<file path="src/rtl/lls_pkg.sv">
// Shared types, constants and lexer step functions for the logical line scanner.
`timescale 1ns / 1ps
package lls_pkg;

  localparam int unsigned SOURCE_BYTES = 16777216;
  localparam int unsigned NEST_LIMIT   = 65535;
  localparam int unsigned INDENT_TAB   = 4;

  localparam int POS_W   = 25;
  localparam int OFF_W   = 24;
  localparam int LINE_W  = 25;
  localparam int LEN_W   = 25;
  localparam int IND_W   = 16;
  localparam int DEPTH_W = 16;
  localparam int ST_W    = 3;
  localparam int TDATA_W = 96;
  localparam int Q_DEPTH = 4;
  localparam int Q_AW    = 2;

  localparam logic [POS_W-1:0]   POS_TOP   = POS_W'(SOURCE_BYTES);
  localparam logic [OFF_W-1:0]   OFF_TOP   = OFF_W'(SOURCE_BYTES - 1);
  localparam logic [LINE_W-1:0]  LINE_TOP  = '1;
  localparam logic [DEPTH_W-1:0] DEPTH_TOP = DEPTH_W'(NEST_LIMIT);
  localparam logic [IND_W-1:0]   IND_TOP   = '1;

  localparam logic [7:0] CH_TAB   = 8'h09;
  localparam logic [7:0] CH_LF    = 8'h0A;
  localparam logic [7:0] CH_CR    = 8'h0D;
  localparam logic [7:0] CH_SP    = 8'h20;
  localparam logic [7:0] CH_DQ    = 8'h22;
  localparam logic [7:0] CH_HASH  = 8'h23;
  localparam logic [7:0] CH_SQ    = 8'h27;
  localparam logic [7:0] CH_LPAR  = 8'h28;
  localparam logic [7:0] CH_RPAR  = 8'h29;
  localparam logic [7:0] CH_STAR  = 8'h2A;
  localparam logic [7:0] CH_SLASH = 8'h2F;
  localparam logic [7:0] CH_LBRK  = 8'h5B;
  localparam logic [7:0] CH_BSL   = 8'h5C;
  localparam logic [7:0] CH_RBRK  = 8'h5D;
  localparam logic [7:0] CH_LBRC  = 8'h7B;
  localparam logic [7:0] CH_RBRC  = 8'h7D;

  typedef enum logic [1:0] {
    MODE_NORMAL,
    MODE_LINECMT,
    MODE_QUOTE,
    MODE_BLOCK
  } lex_mode_t;

  typedef enum logic [1:0] {
    PEND_NONE,
    PEND_OPEN,
    PEND_BSL,
    PEND_BSLCR
  } pend_t;

  typedef enum logic [ST_W-1:0] {
    ST_OK      = 3'd0,
    ST_QUOTE   = 3'd1,
    ST_PAREN   = 3'd2,
    ST_BRACKET = 3'd3,
    ST_BRACE   = 3'd4,
    ST_BLOCK   = 3'd5
  } status_t;

  typedef struct packed {
    lex_mode_t          mode;
    logic [7:0]         quote_char;
    logic               esc;
    pend_t              pend;
    logic [DEPTH_W-1:0] paren;
    logic [DEPTH_W-1:0] bracket;
    logic [DEPTH_W-1:0] brace;
    logic [LINE_W-1:0]  line_cnt;
    logic [LINE_W-1:0]  node_line;
    logic [POS_W-1:0]   node_off;
    logic [IND_W-1:0]   indent;
    logic               seen;
    logic               hash;
    logic               frozen;
  } lex_state_t;

  typedef struct packed {
    lex_state_t state;
    logic       node_v;
  } lex_step_t;

  typedef struct packed {
    logic              node_v;
    logic [LINE_W-1:0] node_line;
    logic [POS_W-1:0]  node_off;
    logic [POS_W-1:0]  node_end;
    logic [IND_W-1:0]  node_ind;
    logic              fin;
    status_t           st;
    logic [LINE_W-1:0] fin_line;
  } rec_t;

  function automatic lex_state_t lex_reset();
    lex_state_t r;
    r.mode       = MODE_NORMAL;
    r.quote_char = '0;
    r.esc        = 1'b0;
    r.pend       = PEND_NONE;
    r.paren      = '0;
    r.bracket    = '0;
    r.brace      = '0;
    r.line_cnt   = LINE_W'(1);
    r.node_line  = LINE_W'(1);
    r.node_off   = '0;
    r.indent     = '0;
    r.seen       = 1'b0;
    r.hash       = 1'b0;
    r.frozen     = 1'b0;
    return r;
  endfunction

  function automatic logic [LINE_W-1:0] line_inc(input logic [LINE_W-1:0] v);
    return (v != LINE_TOP) ? v + LINE_W'(1) : LINE_TOP;
  endfunction

  function automatic logic [DEPTH_W-1:0] depth_up(input logic [DEPTH_W-1:0] v);
    return (v < DEPTH_TOP) ? v + DEPTH_W'(1) : DEPTH_TOP;
  endfunction

  function automatic logic [DEPTH_W-1:0] depth_down(input logic [DEPTH_W-1:0] v);
    return (v != '0) ? v - DEPTH_W'(1) : '0;
  endfunction

  function automatic lex_state_t feed_raw(input lex_state_t s, input logic [7:0] b);
    lex_state_t     r;
    logic [IND_W:0] sum;
    r   = s;
    sum = {1'b0, s.indent} + (IND_W+1)'(INDENT_TAB);
    if (!s.seen) begin
      if (b inside {CH_SP, CH_TAB, CH_CR, CH_LF}) begin
        if (!s.frozen) begin
          if (b == CH_TAB) begin
            r.indent = sum[IND_W] ? IND_TOP : sum[IND_W-1:0];
          end else if (b == CH_SP) begin
            r.indent = (s.indent != IND_TOP) ? s.indent + IND_W'(1) : IND_TOP;
          end else begin
            r.frozen = 1'b1;
          end
        end
      end else begin
        r.seen = 1'b1;
        r.hash = (b == CH_HASH);
      end
    end
    return r;
  endfunction

  function automatic lex_step_t newline_event(input lex_state_t s,
                                              input logic [POS_W-1:0] pos);
    lex_step_t r;
    logic      open;
    r.state  = s;
    r.node_v = 1'b0;
    open = (s.paren != '0) || (s.bracket != '0) || (s.brace != '0) ||
           (s.mode == MODE_QUOTE);
    if (!open && s.mode != MODE_BLOCK) begin
      r.node_v          = s.seen && !s.hash;
      r.state.node_off  = (pos < POS_TOP) ? pos + POS_W'(1) : POS_TOP;
      r.state.node_line = line_inc(s.line_cnt);
      r.state.indent    = '0;
      r.state.seen      = 1'b0;
      r.state.hash      = 1'b0;
      r.state.frozen    = 1'b0;
    end
    r.state.line_cnt = line_inc(s.line_cnt);
    return r;
  endfunction

  function automatic lex_step_t process_byte(input lex_state_t s, input logic [7:0] c,
                                             input logic [POS_W-1:0] pos);
    lex_step_t  r;
    lex_state_t n;
    n = s;
    case (s.mode)
      MODE_BLOCK: begin
        if (c == CH_STAR) n.pend = PEND_OPEN;
      end
      MODE_LINECMT: begin
        if (c == CH_LF) n.mode = MODE_NORMAL;
      end
      MODE_QUOTE: begin
        if (s.esc) begin
          n.esc = 1'b0;
        end else if (c == CH_BSL) begin
          n.esc = 1'b1;
        end else if (c == s.quote_char) begin
          n.mode       = MODE_NORMAL;
          n.quote_char = '0;
        end
      end
      default: begin
        case (c)
          CH_SLASH:     n.pend = PEND_OPEN;
          CH_HASH:      n.mode = MODE_LINECMT;
          CH_BSL:       n.pend = PEND_BSL;
          CH_DQ, CH_SQ: begin
            n.mode       = MODE_QUOTE;
            n.quote_char = c;
          end
          CH_LPAR:      n.paren   = depth_up(s.paren);
          CH_RPAR:      n.paren   = depth_down(s.paren);
          CH_LBRK:      n.bracket = depth_up(s.bracket);
          CH_RBRK:      n.bracket = depth_down(s.bracket);
          CH_LBRC:      n.brace   = depth_up(s.brace);
          CH_RBRC:      n.brace   = depth_down(s.brace);
          default:      n.mode    = s.mode;
        endcase
      end
    endcase
    if (c == CH_LF) begin
      r = newline_event(n, pos);
    end else begin
      r.state  = n;
      r.node_v = 1'b0;
    end
    return r;
  endfunction

  function automatic lex_step_t lex_byte(input lex_state_t s, input logic [7:0] b,
                                         input logic [POS_W-1:0] pos);
    lex_step_t  r;
    lex_state_t n;
    logic       done;
    n        = s;
    n.pend   = PEND_NONE;
    done     = 1'b0;
    r.state  = n;
    r.node_v = 1'b0;
    if (s.pend != PEND_NONE) begin
      if (s.mode == MODE_BLOCK) begin
        if (b == CH_SLASH) begin
          r.state.mode = MODE_NORMAL;
          done         = 1'b1;
        end
      end else if (s.mode == MODE_NORMAL) begin
        if (s.pend == PEND_OPEN && b == CH_STAR) begin
          r.state.mode = MODE_BLOCK;
          done         = 1'b1;
        end else if (s.pend == PEND_BSL && b == CH_CR) begin
          r.state.pend = PEND_BSLCR;
          done         = 1'b1;
        end else if ((s.pend == PEND_BSL || s.pend == PEND_BSLCR) && b == CH_LF) begin
          r.state.line_cnt = line_inc(s.line_cnt);
          done             = 1'b1;
        end
      end
    end
    if (!done) r = process_byte(n, b, pos);
    return r;
  endfunction

endpackage

</file>
<file path="src/rtl/lls_front.sv">
// Front end: lexer state, per-byte classification and result record build.
`timescale 1ns / 1ps
module lls_front (
  input  logic             clk,
  input  logic             rst_n,
  input  logic             fire,
  input  logic [7:0]       in_byte,
  input  logic             in_last,
  output logic             rec_v,
  output lls_pkg::rec_t    rec
);

  lls_pkg::lex_state_t            state_r;
  lls_pkg::lex_state_t            state_nxt;
  logic [lls_pkg::POS_W-1:0]      pos_r;
  logic [lls_pkg::POS_W-1:0]      pos_nxt;
  lls_pkg::lex_state_t            fed;
  lls_pkg::lex_step_t             step;
  lls_pkg::lex_state_t            post;
  logic [lls_pkg::POS_W-1:0]      pos_inc;
  logic                           closed;
  logic                           imp_v;
  lls_pkg::status_t               st;

  always_comb begin
    fed     = lls_pkg::feed_raw(state_r, in_byte);
    step    = lls_pkg::lex_byte(fed, in_byte, pos_r);
    post    = step.state;
    pos_inc = (pos_r < lls_pkg::POS_TOP) ? pos_r + lls_pkg::POS_W'(1) : pos_r;

    closed = (post.paren == '0) && (post.bracket == '0) && (post.brace == '0) &&
             (post.mode != lls_pkg::MODE_QUOTE) && (post.mode != lls_pkg::MODE_BLOCK);
    imp_v  = closed && post.seen && !post.hash;

    if (post.mode == lls_pkg::MODE_QUOTE) begin
      st = lls_pkg::ST_QUOTE;
    end else if (post.paren != '0) begin
      st = lls_pkg::ST_PAREN;
    end else if (post.bracket != '0) begin
      st = lls_pkg::ST_BRACKET;
    end else if (post.brace != '0) begin
      st = lls_pkg::ST_BRACE;
    end else if (post.mode == lls_pkg::MODE_BLOCK) begin
      st = lls_pkg::ST_BLOCK;
    end else begin
      st = lls_pkg::ST_OK;
    end

    rec.fin      = in_last;
    rec.st       = st;
    rec.fin_line = closed ? lls_pkg::line_inc(post.line_cnt) : post.node_line;
    if (step.node_v) begin
      rec.node_v    = 1'b1;
      rec.node_line = fed.node_line;
      rec.node_off  = fed.node_off;
      rec.node_end  = pos_r;
      rec.node_ind  = fed.indent;
    end else begin
      rec.node_v    = in_last && imp_v;
      rec.node_line = post.node_line;
      rec.node_off  = post.node_off;
      rec.node_end  = pos_inc;
      rec.node_ind  = post.indent;
    end
    rec_v = step.node_v || in_last;

    state_nxt = state_r;
    pos_nxt   = pos_r;
    if (fire) begin
      state_nxt = in_last ? lls_pkg::lex_reset() : post;
      pos_nxt   = in_last ? '0 : pos_inc;
    end
  end

  always_ff @(posedge clk) begin
    if (!rst_n) begin
      state_r <= lls_pkg::lex_reset();
      pos_r   <= '0;
    end else begin
      state_r <= state_nxt;
      pos_r   <= pos_nxt;
    end
  end

  a_restart: assert property (@(posedge clk) disable iff (!rst_n)
    fire && in_last |=> pos_r == '0 && state_r.line_cnt == lls_pkg::LINE_W'(1))
    else $error("source position not restarted after last byte");

  a_pend_mode: assert property (@(posedge clk) disable iff (!rst_n)
    (state_r.mode == lls_pkg::MODE_LINECMT || state_r.mode == lls_pkg::MODE_QUOTE)
      |-> state_r.pend == lls_pkg::PEND_NONE)
    else $error("lookahead pending inside comment or quote");

  a_node_span: assert property (@(posedge clk) disable iff (!rst_n)
    fire && rec_v && rec.node_v |-> rec.node_end >= rec.node_off)
    else $error("node ends before it starts");

endmodule

</file>
<file path="src/rtl/lls_queue.sv">
// Short record queue between the lexer front end and the output back end.
`timescale 1ns / 1ps
module lls_queue (
  input  logic          clk,
  input  logic          rst_n,
  input  logic          push,
  input  lls_pkg::rec_t push_rec,
  input  logic          pop,
  output lls_pkg::rec_t head,
  output logic          empty,
  output logic          full
);

  lls_pkg::rec_t              mem_r [lls_pkg::Q_DEPTH];
  logic [lls_pkg::Q_AW-1:0]   wr_ptr_r;
  logic [lls_pkg::Q_AW-1:0]   rd_ptr_r;
  logic [lls_pkg::Q_AW:0]     count_r;

  assign head  = mem_r[rd_ptr_r];
  assign empty = (count_r == '0);
  assign full  = (count_r == (lls_pkg::Q_AW+1)'(lls_pkg::Q_DEPTH));

  always_ff @(posedge clk) begin
    if (push) mem_r[wr_ptr_r] <= push_rec;
  end

  always_ff @(posedge clk) begin
    if (!rst_n) begin
      wr_ptr_r <= '0;
      rd_ptr_r <= '0;
      count_r  <= '0;
    end else begin
      if (push) wr_ptr_r <= wr_ptr_r + lls_pkg::Q_AW'(1);
      if (pop)  rd_ptr_r <= rd_ptr_r + lls_pkg::Q_AW'(1);
      if (push && !pop) begin
        count_r <= count_r + (lls_pkg::Q_AW+1)'(1);
      end else if (pop && !push) begin
        count_r <= count_r - (lls_pkg::Q_AW+1)'(1);
      end
    end
  end

  a_no_overflow: assert property (@(posedge clk) disable iff (!rst_n)
    full |-> !push || pop)
    else $error("push into full queue");

endmodule

</file>
<file path="src/rtl/lls_back.sv">
// Back end: expand records into node and status transactions on the output register.
`timescale 1ns / 1ps
module lls_back (
  input  logic                         clk,
  input  logic                         rst_n,
  input  lls_pkg::rec_t                head,
  input  logic                         empty,
  output logic                         pop,
  output logic [lls_pkg::TDATA_W-1:0]  out_tdata,
  output logic                         out_tuser,
  output logic                         out_tlast,
  output logic                         out_tvalid,
  input  logic                         out_tready
);

  logic                          valid_r;
  logic                          phase_r;
  logic                          phase_nxt;
  logic [lls_pkg::TDATA_W-1:0]   tdata_r;
  logic [lls_pkg::TDATA_W-1:0]   tdata_nxt;
  logic                          kind_r;
  logic                          kind_nxt;
  logic                          fin_r;
  logic                          fin_nxt;
  logic                          can_load;
  logic                          load;
  logic                          emit_node;
  logic                          rec_done;
  logic [lls_pkg::OFF_W-1:0]     off;
  logic [lls_pkg::LEN_W-1:0]     len;

  always_comb begin
    can_load  = !valid_r || out_tready;
    load      = can_load && !empty;
    emit_node = head.node_v && !phase_r;
    rec_done  = !(emit_node && head.fin);
    pop       = load && rec_done;
    phase_nxt = phase_r;
    if (load) phase_nxt = !rec_done;

    off = (head.node_off > {1'b0, lls_pkg::OFF_TOP}) ? lls_pkg::OFF_TOP
                                                     : head.node_off[lls_pkg::OFF_W-1:0];
    len = lls_pkg::LEN_W'(head.node_end - head.node_off);

    if (emit_node) begin
      kind_nxt  = 1'b0;
      fin_nxt   = 1'b0;
      tdata_nxt = {3'b000, lls_pkg::ST_OK, head.node_ind, len, off, head.node_line};
    end else begin
      kind_nxt  = 1'b1;
      fin_nxt   = 1'b1;
      tdata_nxt = {3'b000, head.st, lls_pkg::IND_W'(0), lls_pkg::LEN_W'(0),
                   lls_pkg::OFF_W'(0), head.fin_line};
    end
  end

  always_ff @(posedge clk) begin
    if (!rst_n) begin
      valid_r <= 1'b0;
      phase_r <= 1'b0;
    end else begin
      phase_r <= phase_nxt;
      if (load) begin
        valid_r <= 1'b1;
      end else if (out_tready) begin
        valid_r <= 1'b0;
      end
    end
  end

  always_ff @(posedge clk) begin
    if (load) begin
      tdata_r <= tdata_nxt;
      kind_r  <= kind_nxt;
      fin_r   <= fin_nxt;
    end
  end

  assign out_tdata  = tdata_r;
  assign out_tuser  = kind_r;
  assign out_tlast  = fin_r;
  assign out_tvalid = valid_r;

  a_phase_fin: assert property (@(posedge clk) disable iff (!rst_n)
    phase_r |-> !empty && head.fin && head.node_v)
    else $error("split record lost its status half");

  a_status_last: assert property (@(posedge clk) disable iff (!rst_n)
    load && !emit_node |-> pop)
    else $error("status transaction did not retire its record");

endmodule

</file>
<file path="src/rtl/logical_line_scanner.sv">
// Top level of the logical line scanner.
`timescale 1ns / 1ps
// Splits a byte stream into logical lines, following comments, quoted strings,
// line continuations and bracket nesting. One source byte is accepted per clock
// while the four-record queue between the lexer and the output stage has room;
// the lexer state is registered per accepted byte. Each logical line that
// is not blank and not a comment leaves as one node transaction (tuser 0), and the
// byte marked tlast is followed by a status transaction (tuser 1, tlast 1). A last
// byte that also completes a line produces two transactions, the node transaction
// first, then the status one. Records pass through the queue and output register;
// the scanner restarts from line 1, offset 0 on the byte after a last byte.
module logical_line_scanner (
  input  logic                         clk,
  input  logic                         rst_n,
  // [7:0] byte_req
  input  logic [7:0]                   in_tdata,
  input  logic                         in_tlast,
  input  logic                         in_tvalid,
  output logic                         in_tready,
  // [24:0] line, [48:25] start_offset, [73:49] length, [89:74] indent,
  // [92:90] status, [95:93] zero
  output logic [lls_pkg::TDATA_W-1:0]  out_tdata,
  // [0] kind
  output logic                         out_tuser,
  output logic                         out_tlast,
  output logic                         out_tvalid,
  input  logic                         out_tready
);

  logic          fire;
  logic          rec_v;
  lls_pkg::rec_t rec;
  lls_pkg::rec_t head;
  logic          q_empty;
  logic          q_full;
  logic          q_pop;

  assign in_tready = !q_full;
  assign fire      = in_tvalid && in_tready;

  lls_front u_front (
    .clk     (clk),
    .rst_n   (rst_n),
    .fire    (fire),
    .in_byte (in_tdata),
    .in_last (in_tlast),
    .rec_v   (rec_v),
    .rec     (rec)
  );

  lls_queue u_queue (
    .clk      (clk),
    .rst_n    (rst_n),
    .push     (fire && rec_v),
    .push_rec (rec),
    .pop      (q_pop),
    .head     (head),
    .empty    (q_empty),
    .full     (q_full)
  );

  lls_back u_back (
    .clk        (clk),
    .rst_n      (rst_n),
    .head       (head),
    .empty      (q_empty),
    .pop        (q_pop),
    .out_tdata  (out_tdata),
    .out_tuser  (out_tuser),
    .out_tlast  (out_tlast),
    .out_tvalid (out_tvalid),
    .out_tready (out_tready)
  );

endmodule
</file>
<file path="config.mk">
export PLATFORM = sky130hd
export DESIGN_NAME = logical_line_scanner
export DESIGN_NICKNAME = d
export VERILOG_FILES = /design/src/rtl/lls_pkg.sv /design/src/rtl/lls_front.sv /design/src/rtl/lls_queue.sv /design/src/rtl/lls_back.sv /design/src/rtl/logical_line_scanner.sv
export SDC_FILE = /design/constraint.sdc
export NUM_CORES = 1
export LEC_CHECK = 0
export BUFFER_PORTS_ARGS = -buffer_cell sky130_fd_sc_hd__buf_2
export CAP_MARGIN = 20
export CORE_MARGIN = 10
export CORE_UTILIZATION = 65
export CTS_BUF_LIST = sky130_fd_sc_hd__clkbuf_4 sky130_fd_sc_hd__clkbuf_8
export CTS_CLUSTER_DIAMETER = 100
export DETAILED_ROUTE_END_ITERATION = 8
export PLACE_DENSITY = 0.83
export SLEW_MARGIN = 30
export SYNTH_ARGS = -nofsm -noshare
export SYNTH_HDL_FRONTEND = slang
export SYNTH_HIERARCHICAL = 1
export SYNTH_SLANG_ARGS = --single-unit
</file>
<file path="constraint.sdc">
create_clock -name clk -period 8.1 [get_ports clk]
set_input_delay 0.405 -clock clk [delete_from_list [all_inputs] [get_ports clk]]
set_output_delay 0.405 -clock clk [all_outputs]
set_load 0.005 [all_outputs]
</file>
==> out/metrics.csv, run 1 <==
stage,metric,value,unit
clock_tree,cts_tree,yes,
detailed_routing,drt-initial-drc-count,3336,
cells_and_area,stdcell_area,41300,sq um
timing,hold_slack,116,ps
global_routing,antenna_found_initial,3,
setup_path,crit_arrival,6590,ps
setup_path,critPathBufInv,1,
clock_tree,cts_resized,0,
placed_design,portBuffers,109,
timing,tightest_slew,1020,ps
worst_hold_path,min_path_type,in2reg,
die,core,57800,sq um
synthesis,synthesis.area,38000,sq um
clock_tree,cts_max_level,3,
timing,min_period,6130,ps
worst_hold_path,whs_path_depth,3,
detailed_routing,avgRoutedWirePerCell,25.1,um
die,start_util,0.657,
cells_and_area,areaGrowthSynthToFinish,8.83,%
clock_tree,clock_path_buffers,3,
timing,grt_setup_unrepaired,no,
setup_path,slowest_stage,buf_4,
outcome,outcome,"complete, no violations",
cells_and_area,final_nets,3355,
placed_design,hpwl,67.9,mm
pwr,p_leak,14.5,nW
setup_path,cp_data_required_time,8560,ps
placed_design,placed_area,38700,sq um
clock_tree,path_clk_slew,60,ps
global_routing,grt_pass1_vias,28200,
clock_tree,clock_latency,770,ps
timing,maxSlewHeadroom,0.320,
synthesis,ys_types,104,
die,ioPinCount,113,
timing,hold_viol,0,
setup_path,cp_top_family,simple AND/OR/NAND/NOR gates,
timing,fmax,163,MHz
setup_path,path_max_fanout,57,
die,die-area,68500,sq um
clock_tree,hold_buffers,1,
timing,fin_crit_sh,0.757,
setup_path,crit_type,reg2reg,
run,max-cap-violations,0,
synthesis,synth_edf_count,578,
setup_path,cp-end-kind,flip-flop,
timing,final.setup.worst_slack,1970,ps
timing,setup_violations,0,
timing,skew,54.1,ps
global_routing,grt_usage,0.304,
global_routing,grt_pass1_wl,162,mm
die,die_height,262,um
global_routing,overflow,0,
pwr,ir_drop,0.000405,V
detailed_routing,ant_nets,0,
timing,slew_violations,0,
setup_path,cp.depth,11,
synthesis,yosysWarnings,6,
setup_path,cp_cell_sequence,or4_1 -> nor4_1 -> a21oi_1 -> a21oi_1 -> o211ai_1 -> or4_4 -> nor3_4 -> and3_2 -> and3_2 -> buf_4 -> mux2_1,
detailed_routing,vias_per_cell,6.86,
die,fp.dieW,262,um
clock_tree,numCtsBuffers,118,
detailed_routing,drc,0,
placed_design,gp_congestion,0.922,
synthesis,syn_inst,3276,
synthesis,ys.flop_type,edfxtp_1,
setup_path,start_kind,flip-flop,
detailed_routing,vias,28600,
setup_path,max_stage_delay,810,ps
synthesis,async_reset_ff_frac,0,
global_routing,grt_max_degree,88,
detailed_routing,first_pass_iters,8,
clock_tree,cts.sinks,769,
synthesis,ys_seq_elements,769,
setup_path,r2r_cells,11,
die,std_cell_rows,88,
cells_and_area,drive_above_1_share,0.172,
pwr,power_density,269,nW/um^2
placed_design,dp_worst_setup_slack,2090,ps
timing,fin_setup_tns,0,ps
clock_tree,post_cts_buffers,0,
synthesis,ys_seq_area_frac,0.558,
clock_tree,cts-root-buf,clkbuf_8,
synthesis,syn_avg_cell_area,11.6,sq um
detailed_routing,drt_wl_total,105,mm
layout by cell type, fill, tap and decap left out, drive strengths merged, types with 47 or more instances in the layout:
cell type,synthesis,routed
clkbuf,171,177
a22oi,65,65
a31oi,66,66
inv,71,76
o21ai,98,98
and3,47,47
nand3,144,144
nor2,347,347
nor3,71,71
edfxtp,578,578
buf,82,153
mux4,121,121
nand2,281,281
a21oi,175,175
xnor2,69,69
mux2,54,54
dfxtp,191,191
nand4,51,51
cells by family after synthesis:
logic type / count (synthesis) / synth area share
simple gates: 1178 / 0.153
flops: 769 / 0.558
compound gates: 655 / 0.116
buf+inv: 326 / 0.0408
mux: 191 / 0.0920
xor+xnor: 113 / 0.0261
fa+ha+maj: 43 / 0.0146
other cells: 1 / 0.0000988
cells in the mapped netlist, types with 11 or more instances:
master,count,area (sq um)
a22o_1,15,131
inv_1,71,267
a211oi_1,19,143
or3_1,24,150
or4_1,13,97.6
a21oi_1,170,851
ha_1,41,513
buf_1,15,56.3
dfxtp_1,191,3820
a21o_1,16,120
a31oi_1,66,413
nor2_1,347,1300
mux2_2,32,360
xor2_1,44,385
and4_1,13,114
and2_1,41,257
o31ai_1,14,105
nand2_1,279,1050
nor2b_1,19,119
o21ai_0,91,455
mux2i_1,16,160
nand4_1,50,313
mux4_2,121,2730
and3_1,46,288
o21a_1,18,135
mux2_1,22,248
a22oi_1,65,488
o22ai_1,15,93.8
o22a_1,20,175
xnor2_1,69,604
edfxtp_1,578,17400
clkbuf_1,168,631
o32ai_1,11,96.3
nand3_1,142,711
a211o_1,13,114
nor4_1,42,263
buf_4,16,120
nor3_1,70,350
nand3b_1,24,180
o211ai_1,14,105
buf_2,35,175
layout make-up:
class | instances | area [sq um]
Multi-Input combinational cell | 2183 | 15300
Sequential cell | 769 | 21200
Antenna cell | 1 | 2.50
Tap cell | 765 | 957
Timing Repair Buffer | 154 | 960
Fill cell | 3764 | 16500
Inverter | 73 | 279
Clock buffer | 177 | 2180
Clock inverter | 49 | 425
registers in the layout, summed over array words and instances (netlist names), 2 cells and up, named ones only:
register / flops
u_queue/mem_r: 484
u_front/fed: 136
u_back/out_tdata: 93
u_front/pos_r: 25
u_front/state_r: 19
u_queue/count_r: 3
u_queue/rd_ptr_r: 2
u_queue/wr_ptr_r: 2
worst register-to-register path, stage by stage (launching register included):
cell and delay (ps):
dfxtp_1 430, or4_1 670, nor4_1 500, a21oi_1 300
a21oi_1 210, o211ai_1 150, or4_4 580, nor3_4 410
and3_2 750, and3_2 530, buf_4 810, mux2_1 510
per-layer routing:
metal  routed length [um]  share of wire  GRT usage  vias to the layer above
li1                     -              -          -                    12500
met1                39300           0.37      0.386                    14000
met2                51400           0.49      0.505                     1799
met3                 9580          0.091     0.0516                      356
met4                 4550          0.043      0.144                        4
met5                   29        0.00028          0                        -
through the flow:
| stage | instances | power, mW | util |
|---|---|---|---|
| 3_5_place_dp | 3943 | 7.69 | 0.669 |
| 6_report | 4171 | 11.1 | 0.715 |
| 3_3_place_gp | 3942 | 7.57 | 0.668 |
| 5_1_grt | 4171 | 11.6 | 0.715 |
| 2_1_floorplan | 3278 | 6.91 | - |
| 4_1_cts | 4170 | 11.2 | 0.714 |
final timing paths:
path,from,slack [ps],end
worst max-delay path,u_front/fed[112]$_SDFFE_PN0P_,1970,u_queue/mem_r[3][108]$_DFFE_PP_
worst min-delay path,in_tdata[2],120,u_front/fed[145]$_SDFFE_PN0P_
worst max register to register,u_front/fed[112]$_SDFFE_PN0P_,1970,u_queue/mem_r[3][108]$_DFFE_PP_
worst min register to register,u_front/fed[145]$_SDFFE_PN0P_,480,u_front/fed[145]$_SDFFE_PN0P_
power by group:
| part | total, mW | switching, mW | internal [mW] |
|---|---|---|---|
| registers | 4.89 | 0.149 | 4.74 |
| logic | 2.76 | 1.67 | 1.10 |
| clock network | 3.48 | 1.55 | 1.93 |
Note: power is estimated with default switching activity, not from simulation.
==> run 2, diff against run 1 <==
- clock period: 8.1 -> 6.2 ns (I/O delays scaled with it)
==> run 2 against run 1 <==
Net effect:
- final area increased by 0.52%
- clock skew about the same
- routed wire length shrank 2.1%
- die area is the same
- final cell count increased by 0.62%
- setup slack worse by 1100 ps
- hold slack worse by 3.7 ps
- global-route usage fell by 0.60 points
- via count fell by 0.34%
- combinational power is 28% higher
- flip-flop and latch count stayed put
==> out/metrics.csv, run 2 (synthesized netlist as in run 1, its figures left out) <==
stage,metric,value,unit,change
global_routing,overflow,0,,unchanged
global_routing,antenna_found_initial,1,,-2
detailed_routing,avgRoutedWirePerCell,24.4,um,-2.7%
setup_path,start_kind,flip-flop,,
pwr,power_density,345,nW/um^2,+28%
timing,slew_violations,0,,unchanged
timing,hold_slack,112,ps,-3.73 ps
clock_tree,cts_max_level,3,,unchanged
timing,min_period,5340,ps,-788 ps
setup_path,r2r_cells,16,,+5
run,max-cap-violations,0,,unchanged
setup_path,path_max_fanout,17,,-70%
die,std_cell_rows,88,,unchanged
detailed_routing,vias,28500,,-0.34%
detailed_routing,drc,0,,unchanged
clock_tree,cts_tree,yes,,
timing,tightest_slew,994,ps,-22.3 ps
cells_and_area,drive_above_1_share,0.178,,+0.00628
pwr,power_frac_seq,0.446,,+0.006
cells_and_area,largest_register,u_queue/mem_r,,
pwr,p_leak,14.7,nW,+0.98%
clock_tree,clock_latency,780,ps,about the same
clock_tree,clock_path_buffers,3,,unchanged
pwr,p_sw_frac,0.299,,-0.00281
cells_and_area,largest_reg_flops,484,,unchanged
timing,hold_viol,0,,unchanged
clock_tree,cts-root-buf,clkbuf_8,,
global_routing,grt_pass1_wl,160,mm,-1.1%
pwr,clockPowerShare,0.308,,-0.005
pwr,ir_drop,0.000341,V,-16%
placed_design,hpwl,67.2,mm,-1.1%
pwr,p_int,10.1,mW,+29%
timing,skew,54.5,ps,+0.326 ps
outcome,outcome,"complete, no violations",,
cells_and_area,mostFrequentLayoutCell,edfxtp_1,,
timing,fin_setup_tns,0,ps,unchanged
die,die_height,262,um,unchanged
detailed_routing,drt_wl_total,103,mm,-2.1%
placed_design,gp_congestion,0.964,,+4.6%
cells_and_area,final_nets,3386,,+0.92%
detailed_routing,vias_per_cell,6.80,,-0.96%
die,ioPinCount,113,,unchanged
clock_tree,path_clk_slew,70,ps,about the same
die,fp.dieW,262,um,unchanged
detailed_routing,ant_nets,0,,unchanged
clock_tree,cts.sinks,769,,unchanged
pwr,comb_power_share,0.246,,-0.002
setup_path,cp_data_required_time,6870,ps,-1690 ps
placed_design,portBuffers,109,,unchanged
global_routing,grt_usage,0.298,,-0.00597
detailed_routing,drt-initial-drc-count,3606,,+8.1%
cells_and_area,final_util,0.718,,+0.00374
cells_and_area,areaGrowthSynthToFinish,9.40,%,
worst_hold_path,min_path_type,in2reg,,
clock_tree,cts_resized,0,,unchanged
detailed_routing,first_pass_iters,7,,-1
timing,setup_violations,0,,unchanged
global_routing,grt_max_degree,103,,+17%
timing,grt_setup_unrepaired,no,,
setup_path,crit_type,reg2reg,,
worst_hold_path,whs_path_depth,3,,unchanged
setup_path,cp-end-kind,flip-flop,,
global_routing,grt_pass1_vias,28100,,-0.14%
setup_path,crit_arrival,6010,ps,-580 ps
timing,fin_crit_sh,0.862,,+0.105
cells_and_area,final_cell_mix,"578 x edfxtp_1, 346 x nor2_1, 278 x nand2_1, 188 x dfxtp_1, 170 x a21oi_1",,
pwr,p_switching,4.30,mW,+28%
die,die-area,68500,sq um,unchanged
die,core,57800,sq um,unchanged
timing,maxSlewHeadroom,0.335,,+0.0155
timing,fmax,187,MHz,+15%
die,start_util,0.657,,unchanged
clock_tree,numCtsBuffers,116,,-1.7%
[run 2: area by class of cell]
cell class,instances,area (sq um)
diodes,1,2.50
clock inverters,39,345
fillers,3753,16300
repair buffers,187,1270
flip-flops and latches,769,21200
well taps,765,957
inverters,73,279
multi-input cells,2183,15300
clock buffers,180,2200
[run 2: power groups by stage]
stage	Sequential [mW]	Combinational (mW)	Clock (mW)
final	6.40	3.53	4.42
after global placement	6.51	3.37	0
after global routing	6.45	3.82	4.72
after detailed placement	6.51	3.49	0
after floorplan	6.49	2.50	0
after CTS	6.40	3.53	4.47
[run 2: worst max-delay path, stage by stage, from the launching register on]
cell and delay, ps:
dfxtp_1 670, nand4_1 380, or4_1 720, a21oi_1 170, o221ai_1 130, a211oi_1 490, nand4_1 270, nor4_2 460
nand4_2 180, nand2_1 110, and3b_1 340, ha_1 250, inv_1 60, fa_1 370, xor2_1 170, or3_1 310
a21boi_0 170
[run 2: path summary, 6_finish.rpt]
check                               endpoint  slack, ps                    startpoint
max          u_queue/count_r[2]$_SDFFE_PN0P_        860  u_front/fed[96]$_SDFFE_PN0P_
min             u_front/fed[69]$_SDFFE_PN1P_        110                         rst_n
max reg2reg  u_queue/count_r[2]$_SDFFE_PN0P_        860  u_front/fed[96]$_SDFFE_PN0P_
min reg2reg     u_front/fed[43]$_SDFFE_PN0P_        470  u_front/fed[43]$_SDFFE_PN0P_
[run 2: what timing repair did]
| item | in CTS | in global routing |
|---|---|---|
| setup buffers | 0 | 0 |
| hold buffers | 2 | 0 |
| endpoints found under the hold margin | 3 | 0 |
[run 2: metrics by stage]
| stage | instances | setup WS [ps] | total power, mW | cell area (sq um) |
|---|---|---|---|---|
| after floorplan | 3278 | 898 | 9.00 | 38000 |
| after global placement | 3974 | 1030 | 9.88 | 38900 |
| after detailed placement | 3975 | 975 | 10.0 | 39000 |
| after CTS | 4196 | 930 | 14.4 | 41500 |
| after global routing | 4197 | 524 | 15.0 | 41500 |
| final | 4197 | 858 | 14.3 | 41500 |
[run 2: metal layers]
| metal | up-vias | GRT usage | routed length, um |
|---|---|---|---|
| li1 | 12500 | - | - |
| met2 | 1867 | 0.480 | 49200 |
| met3 | 316 | 0.0503 | 10200 |
| met5 | - | 0 | 0 |
| met1 | 13800 | 0.396 | 39400 |
| met4 | 0 | 0.131 | 3790 |
